### src/hw/rtl/dmwbc_pkg.sv
// shared types, constants and codes of the direct-mapped write-back cache
// no dependencies; compile first
package dmwbc_pkg;

    // default geometry
    localparam int NUM_LINES_DEF  = 32;
    localparam int LINE_BYTES_DEF = 8;
    localparam int ADDR_BITS_DEF  = 16;

    localparam int DATA_W = 8;

    // request type codes
    localparam logic REQ_READ  = 1'b0;
    localparam logic REQ_WRITE = 1'b1;

    // controller states
    typedef enum logic [2:0] {
        ST_CLEAR,
        ST_IDLE,
        ST_LOOKUP,
        ST_WB,
        ST_FILL,
        ST_ACCESS,
        ST_RESP
    } dmwbc_state_t;

    // commands from controller to datapath
    typedef struct packed {
        logic req_load;
        logic flags_load;
        logic clr_en;
        logic cnt_inc;
        logic cnt_clr;
        logic lm_rd_en;
        logic lm_rd_walk;
        logic lm_wr_fill;
        logic lm_wr_req;
        logic st_rd_en;
        logic st_wr_wb;
        logic tag_wr;
        logic dirty_set;
        logic out_load;
    } dmwbc_cmd_t;

    // status from datapath to controller
    typedef struct packed {
        logic clr_last;
        logic hit;
        logic dirty;
        logic is_write;
        logic cnt_zero;
        logic cnt_last;
        logic out_free;
    } dmwbc_sts_t;

endpackage

### src/hw/rtl/dmwbc_ctrl.sv
// controller state machine: clearing sweep, lookup, write-back, refill, access
// depends on dmwbc_pkg; drives the datapath through dmwbc_cmd_t
module dmwbc_ctrl
    import dmwbc_pkg::*;
(
    input  logic       clk,
    input  logic       rst_n,
    input  logic       in_valid,
    output logic       in_ready,
    input  dmwbc_sts_t sts,
    output dmwbc_cmd_t cmd
);

    dmwbc_state_t state_reg;
    dmwbc_state_t state_next;

    // state register
    always_ff @(posedge clk or negedge rst_n)
    begin
        if (!rst_n)
        begin
            state_reg <= ST_CLEAR;
        end
        else
        begin
            state_reg <= state_next;
        end
    end

    // next state and commands
    always_comb
    begin
        state_next = state_reg;
        cmd        = '0;
        in_ready   = 1'b0;
        unique case (state_reg)
            ST_CLEAR:
            begin
                cmd.clr_en = 1'b1;
                if (sts.clr_last)
                begin
                    state_next = ST_IDLE;
                end
            end
            ST_IDLE:
            begin
                in_ready = 1'b1;
                if (in_valid)
                begin
                    cmd.req_load = 1'b1;
                    state_next   = ST_LOOKUP;
                end
            end
            ST_LOOKUP:
            begin
                cmd.flags_load = 1'b1;
                if (sts.hit)
                begin
                    state_next = ST_ACCESS;
                end
                else if (sts.dirty)
                begin
                    state_next = ST_WB;
                end
                else
                begin
                    state_next = ST_FILL;
                end
            end
            ST_WB:
            begin
                // read line byte i, write store byte i-1
                cmd.lm_rd_en   = !sts.cnt_last;
                cmd.lm_rd_walk = 1'b1;
                cmd.st_wr_wb   = !sts.cnt_zero;
                if (sts.cnt_last)
                begin
                    cmd.cnt_clr = 1'b1;
                    state_next  = ST_FILL;
                end
                else
                begin
                    cmd.cnt_inc = 1'b1;
                end
            end
            ST_FILL:
            begin
                // read store byte i, write line byte i-1
                cmd.st_rd_en   = !sts.cnt_last;
                cmd.lm_wr_fill = !sts.cnt_zero;
                if (sts.cnt_last)
                begin
                    cmd.cnt_clr = 1'b1;
                    cmd.tag_wr  = 1'b1;
                    state_next  = ST_ACCESS;
                end
                else
                begin
                    cmd.cnt_inc = 1'b1;
                end
            end
            ST_ACCESS:
            begin
                if (sts.is_write)
                begin
                    cmd.lm_wr_req = 1'b1;
                    cmd.dirty_set = 1'b1;
                    state_next    = ST_IDLE;
                end
                else
                begin
                    cmd.lm_rd_en = 1'b1;
                    state_next   = ST_RESP;
                end
            end
            ST_RESP:
            begin
                if (sts.out_free)
                begin
                    cmd.out_load = 1'b1;
                    state_next   = ST_IDLE;
                end
            end
            default:
            begin
                state_next = ST_IDLE;
            end
        endcase
    end

    // a result is only loaded when the output register can take it
    a_out_load_free: assert property (@(posedge clk) disable iff (!rst_n)
        cmd.out_load |-> sts.out_free)
        else $error("result loaded over an untaken result");

    // tags only change once the refill has moved every byte
    a_tag_after_fill: assert property (@(posedge clk) disable iff (!rst_n)
        cmd.tag_wr |-> sts.cnt_last && state_reg == ST_FILL)
        else $error("tag written before refill finished");

    // write-back only for a dirty line that missed
    a_wb_dirty_miss: assert property (@(posedge clk) disable iff (!rst_n)
        (state_reg == ST_LOOKUP && state_next == ST_WB) |-> sts.dirty && !sts.hit)
        else $error("write-back started for clean or hitting line");

    // an accepted item is looked up in the following cycle
    a_accept_lookup: assert property (@(posedge clk) disable iff (!rst_n)
        cmd.req_load |=> state_reg == ST_LOOKUP)
        else $error("accepted item not looked up");

    // no item is taken while the memories are being cleared
    a_no_accept_clear: assert property (@(posedge clk) disable iff (!rst_n)
        cmd.clr_en |-> !in_ready)
        else $error("item taken during clearing sweep");

endmodule

### config.mk
export PLATFORM = sky130hd
export DESIGN_NAME = dmwbc_ctrl
export DESIGN_NICKNAME = d
export VERILOG_FILES = /design/src/hw/rtl/dmwbc_pkg.sv /design/src/hw/rtl/dmwbc_ctrl.sv
export SDC_FILE = /design/constraint.sdc
export NUM_CORES = 1
export LEC_CHECK = 0
export BUFFER_PORTS_ARGS = -buffer_cell sky130_fd_sc_hd__buf_2
export CAP_MARGIN = 20
export CORE_AREA = 2 2 39 41
export CTS_BUF_LIST = sky130_fd_sc_hd__clkbuf_2
export DETAILED_ROUTE_END_ITERATION = 10
export DIE_AREA = 0 0 41 43
export GPL_TIMING_DRIVEN = 0
export SETUP_SLACK_MARGIN = 0.2
export SYNTH_ARGS = -nofsm -noshare
export SYNTH_HDL_FRONTEND = slang
export SYNTH_SLANG_ARGS = --single-unit
### constraint.sdc
create_clock -name clk -period 1.4 [get_ports clk]
set_input_delay 0.14 -clock clk [delete_from_list [all_inputs] [get_ports clk]]
set_output_delay 0.14 -clock clk [all_outputs]
set_load 0.1 [all_outputs]
Word level (Yosys, flattened, before mapping):

Cells that the tools add are included.
W data, S select, Z words.

* memory bits (writable): 0
* ROM bits: 0
* bits of input ports: 10
* word-level logic and storage cells: 45
* flip-flop bits (word level): 3
* output and inout port bits: 15
* memories: 0
* bits in latches: 0

* $lt $le $gt $ge: 0
* div/mod/pow operators: 0
* reductions and logical operators: 5
* multiplexer cells: 28
* equal/unequal tests: 11
* shift operators: 0
* multiply operators: 0
* bitwise logic cells: 0
* $add $sub $neg: 0

Operator list (number)
* $mux W3: 8
* $pmux W3 S7: 1
* $mux W1: 17
* $ne A2 B2 Y1 const B: 5
* $eq A3 B3 Y1 const B: 3
* $eq A3 B2 Y1 const B: 2
* $reduce_and A5 Y1: 1
* $eq A3 B1 Y1 const B: 1
* $logic_not A3 Y1: 1
* $logic_not A1 Y1: 2
* $mux W2: 1
* $pmux W1 S2: 1
* $reduce_or A2 Y1: 1

Depth between registers and ports, before layout:

Gate-level depths: netlist (run 1).

* depth in word-level cells: 3
* mapped depth: 5
* gate-level depth less buffers: 4

Worst setup path before layout (run 1):

No wires, ideal clock.

* kind: register to output
* from: reg state_reg[0]
* to: out cmd[3] in the netlist's numbering
* path slack: -1.610 ns
* path buffers: 1
* data required time: 1.260 ns
* data arrival time: 2.870 ns
* stages on the path, launching flop included: 4
* cell sequence: dfrtp_1 > buf_2 > and2_1 > nor2b_1

RTL lines
* from (decl): RTL line dmwbc_ctrl.sv:14 `dmwbc_state_t state_reg;`
* from (signal assigned): RTL line dmwbc_ctrl.sv:26 `state_reg <= state_next;`
* to (decl): RTL line dmwbc_ctrl.sv:11 `output dmwbc_cmd_t cmd`

==> flow_summary.toml, run 1 <==
[layout]
seq_area_um2 = 78.8
syn2layout_area_growth_pct = 186
fin_nets = 106
nFillCells = 84
multiInputGateArea_um2 = 404
drive_gt1_share_pct = 74.7
final_common_cell = "buf_12"
largest_register_ffs = 3
diodes = 0
final_cell_mix = "16 x buf_12, 9 x buf_2, 9 x buf_4"

[setup_path]
critPathSlowestCell = "dfrtp_2"
critPathLaunchType = "flop"
worst-path-max-fanout = 5
critPathKind = "flop to primary output"
required_ns = 1.26
reg2reg_depth = 6
worst_path_largest_cell_delay_ns = 0.43
cp-end-kind = "primary output"
path_cells = "nor2b_4, a22oi_2, buf_6, nor2_4, buf_12"
arrival_ns = 1.38

[floorplan]
die_area_mm2 = 0.00176
fp.dieW_um = 41
die_h_um = 43
core_area_mm2 = 0.00138
rows = 14
ios = 25
start_util_pct = 27.6

[clock_network]
clk_path_buf_depth = 2
cts_root_buf = "clkbuf_2"
cts_max_level = 1
clk_pin_slew_worst_paths_ns = 0.04
cts_buffers = 3
cts_sinks = 3
cts_tree = "built"
clkLatencyLatePin_ns = 0.20

[grt]
grt_max_degree = 11
first_global_vias = 575
grt.total_usage_pct = 19.8
grt_overflow_total = 0
antenna_found_initial = 0
grt_pass1_wl_um = 2460

[sta]
rsz0062_at_grt = "yes"
fmax_ghz = 0.660
timing.final.crit_share_pct = 108
fin_ws_ns = -0.115
hold_ws_ns = 0.282
fin_worst_skew_ns = 0.000578
setup-violations-final = 15
drv_slew = 0
tightest_slew_ns = 0.252
finalHoldViolCount = 0
fin_setup_tns_ns = -0.879
max-slew-margin-rel_pct = 83.2
finalCriticalPeriod_ns = 1.52

[synthesis]
syn_nets = 62
synthCells = 52
synth_edf_count = 0
yosys_most_used_dff = "dfrtp_1"
mappedNetlistArea_um2 = 382
postSynthAreaPerCell_um2 = 7.34
yosysSeqAreaShare_pct = 19.7
synth_seq_cells = 3
async_flop_share_pct = 100
yosys_warnings = 0
ys_types = 26

[outcome]
violations = "negative setup slack"
status = "finished, violations left"

[place]
dp_hpwl_um = 858
place_congestion = 0.771
io_buffer_count = 24

[drt]
drt.antenna.violating_nets = 0
vias = 563
drtIter0Drc = 9
vias_per_cell = 5.07
drt_pass1_iterations = 4
wl_um = 1620
wl_per_cell_um = 14.6
drc_errors = 0

[worst_hold_path]
min_path_type = "input port to async pin"

[flow_run]
drv_cap = 0
## cell usage after synthesis, types with 2 or more instances
cell       n  area share [%]
dfrtp_1    3              20
a22oi_1    3             5.9
o21ai_0    2             2.6
o21ai_1    2             2.6
nor2_1    10             9.8
nor2b_1    2             3.3
inv_1      2             2.0
nand2_1    4             3.9
o22ai_1    2             3.3
buf_2      3             3.9
and2_1     2             3.3
nand2b_1   3             4.9
## worst paths after layout
path	from	to	slack (ns)
worst max-delay path	state_reg[1]	cmd[9]	-0.12
worst min-delay path	rst_n	state_reg[2]	0.28
worst max register to register	state_reg[2]	state_reg[0]	-0.06
worst min register to register	state_reg[1]	state_reg[1]	0.76
max in group asynchronous	rst_n	state_reg[1]	1.00
min in group clk	sts[4]	state_reg[1]	0.30
## kinds of logic (layout without fill, tap and decap cells)
group / after synthesis / count (layout) / synth area share (%)
buffers and inverters: 6 / 49 / 7.87
AO/OA/AOI/OAI: 15 / 15 / 29.2
flip-flops: 3 / 3 / 19.7
multiplexers: 2 / 2 / 6.56
AND/OR/NAND/NOR: 26 / 26 / 36.7
## layout make-up
cell class | count | share of cell area (%)
repair buffers | 39 | 45.8
multi-input cells | 43 | 37.0
flip-flops and latches | 3 | 7.22
plain buffers | 4 | 5.61
clock buffers | 4 | 1.83
well taps | 16 | 1.83
inverters | 2 | 0.687
## worst max-delay path: cells and delay by family (launching register included)
family	cells	cell delay [ns]
flip-flops	1	0.43
AND/OR/NAND/NOR	2	0.32
buffers and inverters	2	0.32
AO/OA/AOI/OAI	1	0.10
## per-stage QoR
stage | instances | utilization, % | cell area (um^2) | setup slack [ns]
finish | 111 | 78.9 | 1090 | -0.115
global route | 111 | 78.9 | 1090 | -0.161
CTS | 107 | 74.7 | 1030 | -0.0964
detailed placement | 92 | 46.7 | 646 | -0.127
global placement | 92 | 46.7 | 646 | -0.132
floorplan | 52 | - | 505 | -0.430
## per-layer routing
metal,GRT usage [%],wire length (um),up-vias
met4,8.00,27,0
met2,34.4,944,14
met1,23.9,599,274
met3,0.524,47,2
met5,0,0,-
li1,-,-,273
## timing repair
action	in CTS	in global routing
pin swaps	3	4
hold buffers	1	0
hold endpoints to repair	3	0
buffers inserted	9	4
gates resized for setup	69	6
setup endpoints to repair	18	18
gates cloned	1	0
Power of run 1 is left out: the tool's default activity adds up to more than one toggle a clock period on the data nets, which glitch-free logic cannot reach.
==> run 2, diff against run 1 <==
Settings changed: MAX_ROUTING_LAYER set to met4, SKIP_LAST_GASP set to 1.
==> run 2 against run 1 <==
First-iteration DRC count up 33%. Sequential cell count unchanged. Highest routed layer unchanged. Worst hold slack about the same. The run still ends with negative setup slack left. Final area down 0.23%. Core utilization down 0.18 points.
==> flow_summary.toml, run 2 (synthesis results as in run 1) <==
[outcome]
status = "finished, violations left"
violations = "negative setup slack"

[drt]
wl_um = 1590
drtIter0Drc = 12
drt_pass1_iterations = 4
drc_errors = 0
drt.antenna.violating_nets = 0
vias_per_cell = 5.02
wl_per_cell_um = 14.5
vias = 552

[place]
dp_hpwl_um = 858
io_buffer_count = 24
place_congestion = 0.782

[sta]
max-slew-margin-rel_pct = 83.2
fmax_ghz = 0.658
drv_slew = 0
tightest_slew_ns = 0.251
rsz0062_at_grt = "yes"
finalCriticalPeriod_ns = 1.52
timing.final.crit_share_pct = 109
fin_worst_skew_ns = 0.000916
fin_ws_ns = -0.120
finalHoldViolCount = 0
fin_setup_tns_ns = -0.844
setup-violations-final = 16

[clock_network]
clkLatencyLatePin_ns = 0.20
cts_max_level = 1
cts_sinks = 3
clk_pin_slew_worst_paths_ns = 0.04
cts_tree = "built"
clk_path_buf_depth = 2
cts_root_buf = "clkbuf_2"
cts_buffers = 3

[setup_path]
worst-path-max-fanout = 5
required_ns = 1.26
cp-end-kind = "primary output"
critPathLaunchType = "flop"
critPathKind = "flop to primary output"
cp-startpoint = "state_reg[1]"
arrival_ns = 1.38
reg2reg_from = "state_reg[0]"

[grt]
antenna_found_initial = 0
grt_max_degree = 11
grt.total_usage_pct = 20.6
grt_pass1_wl_um = 2470
first_global_vias = 590
grt_overflow_total = 0

[worst_hold_path]
min_path_type = "input port to async pin"

[layout]
drive_gt1_share_pct = 74.5
final_util_pct = 78.8
largest_register_ffs = 3
syn2layout_area_growth_pct = 186
final_common_cell = "buf_12"
final_cell_mix = "17 x buf_12, 9 x buf_2, 9 x buf_4"
diodes = 0
fin_nets = 105

[floorplan]
start_util_pct = 27.6
die_h_um = 43
ios = 25
die_area_mm2 = 0.00176
core_area_mm2 = 0.00138
fp.dieW_um = 41
rows = 14

[flow_run]
drv_cap = 0
[run 2: cell types whose count changed in the layout (fill, tap and decap cells not counted), sizes merged]
cell / before / now
buf: 41 / 40
[run 2: area by class of cell]
class | instances | area [um^2]
plain buffers | 4 | 61.3
clock buffers | 4 | 20.0
fillers | 82 | 294
inverters | 2 | 7.51
multi-input cells | 43 | 404
flip-flops and latches | 3 | 78.8
well taps | 16 | 20.0
repair buffers | 38 | 498
[run 2: worst paths after layout]
check                           cells past startpoint  slack (ns)           end
min in group clk                                    3        0.31  state_reg[1]
worst min-delay path                                2        0.28  state_reg[2]
worst min register to register                      3        0.75  state_reg[1]
worst max-delay path                                5       -0.12        cmd[9]
worst max register to register                      4       -0.05  state_reg[2]
max in group asynchronous                           2        1.00  state_reg[1]
[run 2: per-layer routing]
| layer | vias up | GRT usage [%] | part of all wire, % |
|---|---|---|---|
| li1 | 273 | - | - |
| met1 | 259 | 22.9 | 36 |
| met2 | 18 | 35.6 | 59 |
| met3 | 2 | 0.524 | 3.8 |
| met4 | 0 | 9.33 | 1.6 |
| met5 | - | - | 0 |
[run 2: timing repair]
item	4_1_cts	5_1_grt
hold endpoints to repair	3	0
hold buffers	1	0
gates cloned	1	0
setup endpoints to repair	18	18
buffers inserted	9	3
resized for setup	68	5
pin swaps	3	4
[run 2: worst max-delay path, cell delays in order (launching register included)]
cell     delay, ns
dfrtp_2       0.43
nor2b_4       0.22
a22oi_2       0.10
buf_6         0.14
nor2_4        0.10
buf_12        0.18
[run 2: through the flow]
stage                     area [um^2]  cells  worst slack [ns]  hold slack (ns)
after floorplan                   505     52            -0.430           -0.156
after global placement            646     92            -0.132          -0.0643
after detailed placement          646     92            -0.127          -0.0636
after CTS                        1030    107           -0.0964            0.255
after global routing             1090    110            -0.165            0.283
final                            1090    110            -0.120            0.282
Power of run 2 is left out for the same reason.
==> run 3, diff against run 2 <==
Settings changed: CTS_BUF_LIST sky130_fd_sc_hd__clkbuf_2 to not set, RECOVER_POWER set to 50.
==> run 3 against run 2 <==
The flow still finishes with violations (negative setup slack). Non-clock buffer count grew 1. Clock skew fell by 0.00057 ns. Final area shrank 1.3%. Routed wire length grew 3.8%. Die area unchanged. Core utilization shrank 0.99 points. Sequential share of layout area is 0.093 points higher. First-iteration DRC count decreased by 17%. Critical path depth did not move. Cell count is 0.91% higher. Critical endpoint is now cmd[8]. Highest routed layer unchanged.
==> flow_summary.toml, run 3 (synthesis results as in run 1) <==
[grt]
use_met2_pct = 35.3
busiest_layer = "met2"
grt_pass1_wl_um = 2440
first_global_vias = 591
met1_usage_pct = 22.6
use_met3_pct = 0.524
antenna_found_initial = 0
grt_max_degree = 11
grt.total_usage_pct = 20.1
grt_overflow_total = 0

[layout]
drive_gt1_share_pct = 73.7
nFillCells = 91
final_cell_mix = "16 x buf_12, 11 x buf_4, 8 x nor2_4, 8 x buf_2, 4 x buf_6"
seq_area_um2 = 78.8
fin_nets = 106
largest_register_ffs = 3
final_common_cell = "buf_12"
diodes = 0
multiInputGateArea_um2 = 412
syn2layout_area_growth_pct = 182

[outcome]
status = "finished, violations left"
violations = "negative setup slack"

[sta]
drv_slew = 0
timing.final.crit_share_pct = 110
tightest_slew_ns = 0.267
max-slew-margin-rel_pct = 82.2
fin_worst_skew_ns = 0.000346
finalHoldViolCount = 0
finalCriticalPeriod_ns = 1.54
hold_ws_ns = 0.260
setup-violations-final = 13
fin_ws_ns = -0.142
rsz0062_at_grt = "yes"
fmax_ghz = 0.648

[drt]
wl_per_cell_um = 14.9
drt.antenna.violating_nets = 0
wl_um = 1650
drtIter0Drc = 10
vias_per_cell = 5.09
vias = 565
drc_errors = 0
drt_pass1_iterations = 4

[flow_run]
drv_cap = 0

[clock_network]
cts_tree = "built"
clk_pin_slew_worst_paths_ns = 0.04
cts_max_level = 1
cts_root_buf = "clkbuf_4"
clk_path_buf_depth = 2
cts_buffers = 3
clkLatencyLatePin_ns = 0.23
cts_sinks = 3

[setup_path]
worst_path_largest_cell_delay_ns = 0.45
critPathLaunchType = "flop"
critPathSlowestCell = "dfrtp_2"
arrival_ns = 1.40
worst-path-max-fanout = 6
path_cells = "buf_8, nor2_2, a22oi_1, nor2b_2, buf_12"
critPathKind = "flop to primary output"
cp-end-kind = "primary output"
required_ns = 1.26

[floorplan]
die_h_um = 43
ios = 25
start_util_pct = 27.6
fp.dieW_um = 41
rows = 14
die_area_mm2 = 0.00176
core_area_mm2 = 0.00138

[worst_hold_path]
min_path_type = "input port to async pin"

[place]
io_buffer_count = 24
place_congestion = 0.782
dp_hpwl_um = 858
## run 3: what timing repair did
| action | 4_1_cts | 5_1_grt |
|---|---|---|
| gates resized for setup | 70 | 5 |
| hold buffers | 1 | 0 |
| endpoints found under the hold margin | 3 | 0 |
| setup buffers | 12 | 2 |
| pin swaps | 4 | 2 |
| endpoints found under the setup margin | 18 | 18 |
## run 3: cell type report
| cell class | instances | share of cell area, % |
|---|---|---|
| Multi-Input combinational cell | 43 | 38.3 |
| Inverter | 2 | 0.698 |
| Clock buffer | 4 | 2.44 |
| Buffer | 4 | 5.70 |
| Timing Repair Buffer | 39 | 43.7 |
| Tap cell | 16 | 1.86 |
| Sequential cell | 3 | 7.33 |
## run 3: metrics by stage
stage / area [um^2] / setup WS [ns] / TNS, ns / util [%] / std cells
after floorplan: 505 / -0.430 / -1.93 / - / 52
after global placement: 646 / -0.132 / -0.963 / 46.7 / 92
after detailed placement: 646 / -0.127 / -0.982 / 46.7 / 92
after CTS: 1040 / -0.108 / -0.938 / 74.9 / 109
after global routing: 1080 / -0.193 / -1.90 / 77.8 / 111
final: 1080 / -0.142 / -1.13 / 77.8 / 111
## run 3: path summary, 6_finish.rpt
check                               end  slack, ns          from  cells past startpoint
max in group asynchronous  state_reg[1]       0.97         rst_n                      2
setup / recovery                 cmd[8]      -0.14  state_reg[1]                      5
min in group clk           state_reg[1]       0.27        sts[4]                      3
hold reg to reg            state_reg[1]       0.86  state_reg[2]                      4
hold / removal             state_reg[2]       0.26         rst_n                      2
setup reg to reg           state_reg[0]      -0.09  state_reg[1]                      6
## run 3: metal layers
| metal | vias to the layer above | wire length, um |
|---|---|---|
| li1 | 271 | - |
| met1 | 273 | 617 |
| met2 | 19 | 939 |
| met3 | 2 | 70 |
| met4 | 0 | 24 |
| met5 | - | 0 |
## run 3: critical path: cells and delay by family (launching register included)
family	cells	cell delay (ns)
buffers and inverters	2	0.34
AND/OR/NAND/NOR	2	0.29
AO/OA/AOI/OAI	1	0.09
flip-flops	1	0.45
Power of run 3 is left out for the same reason.
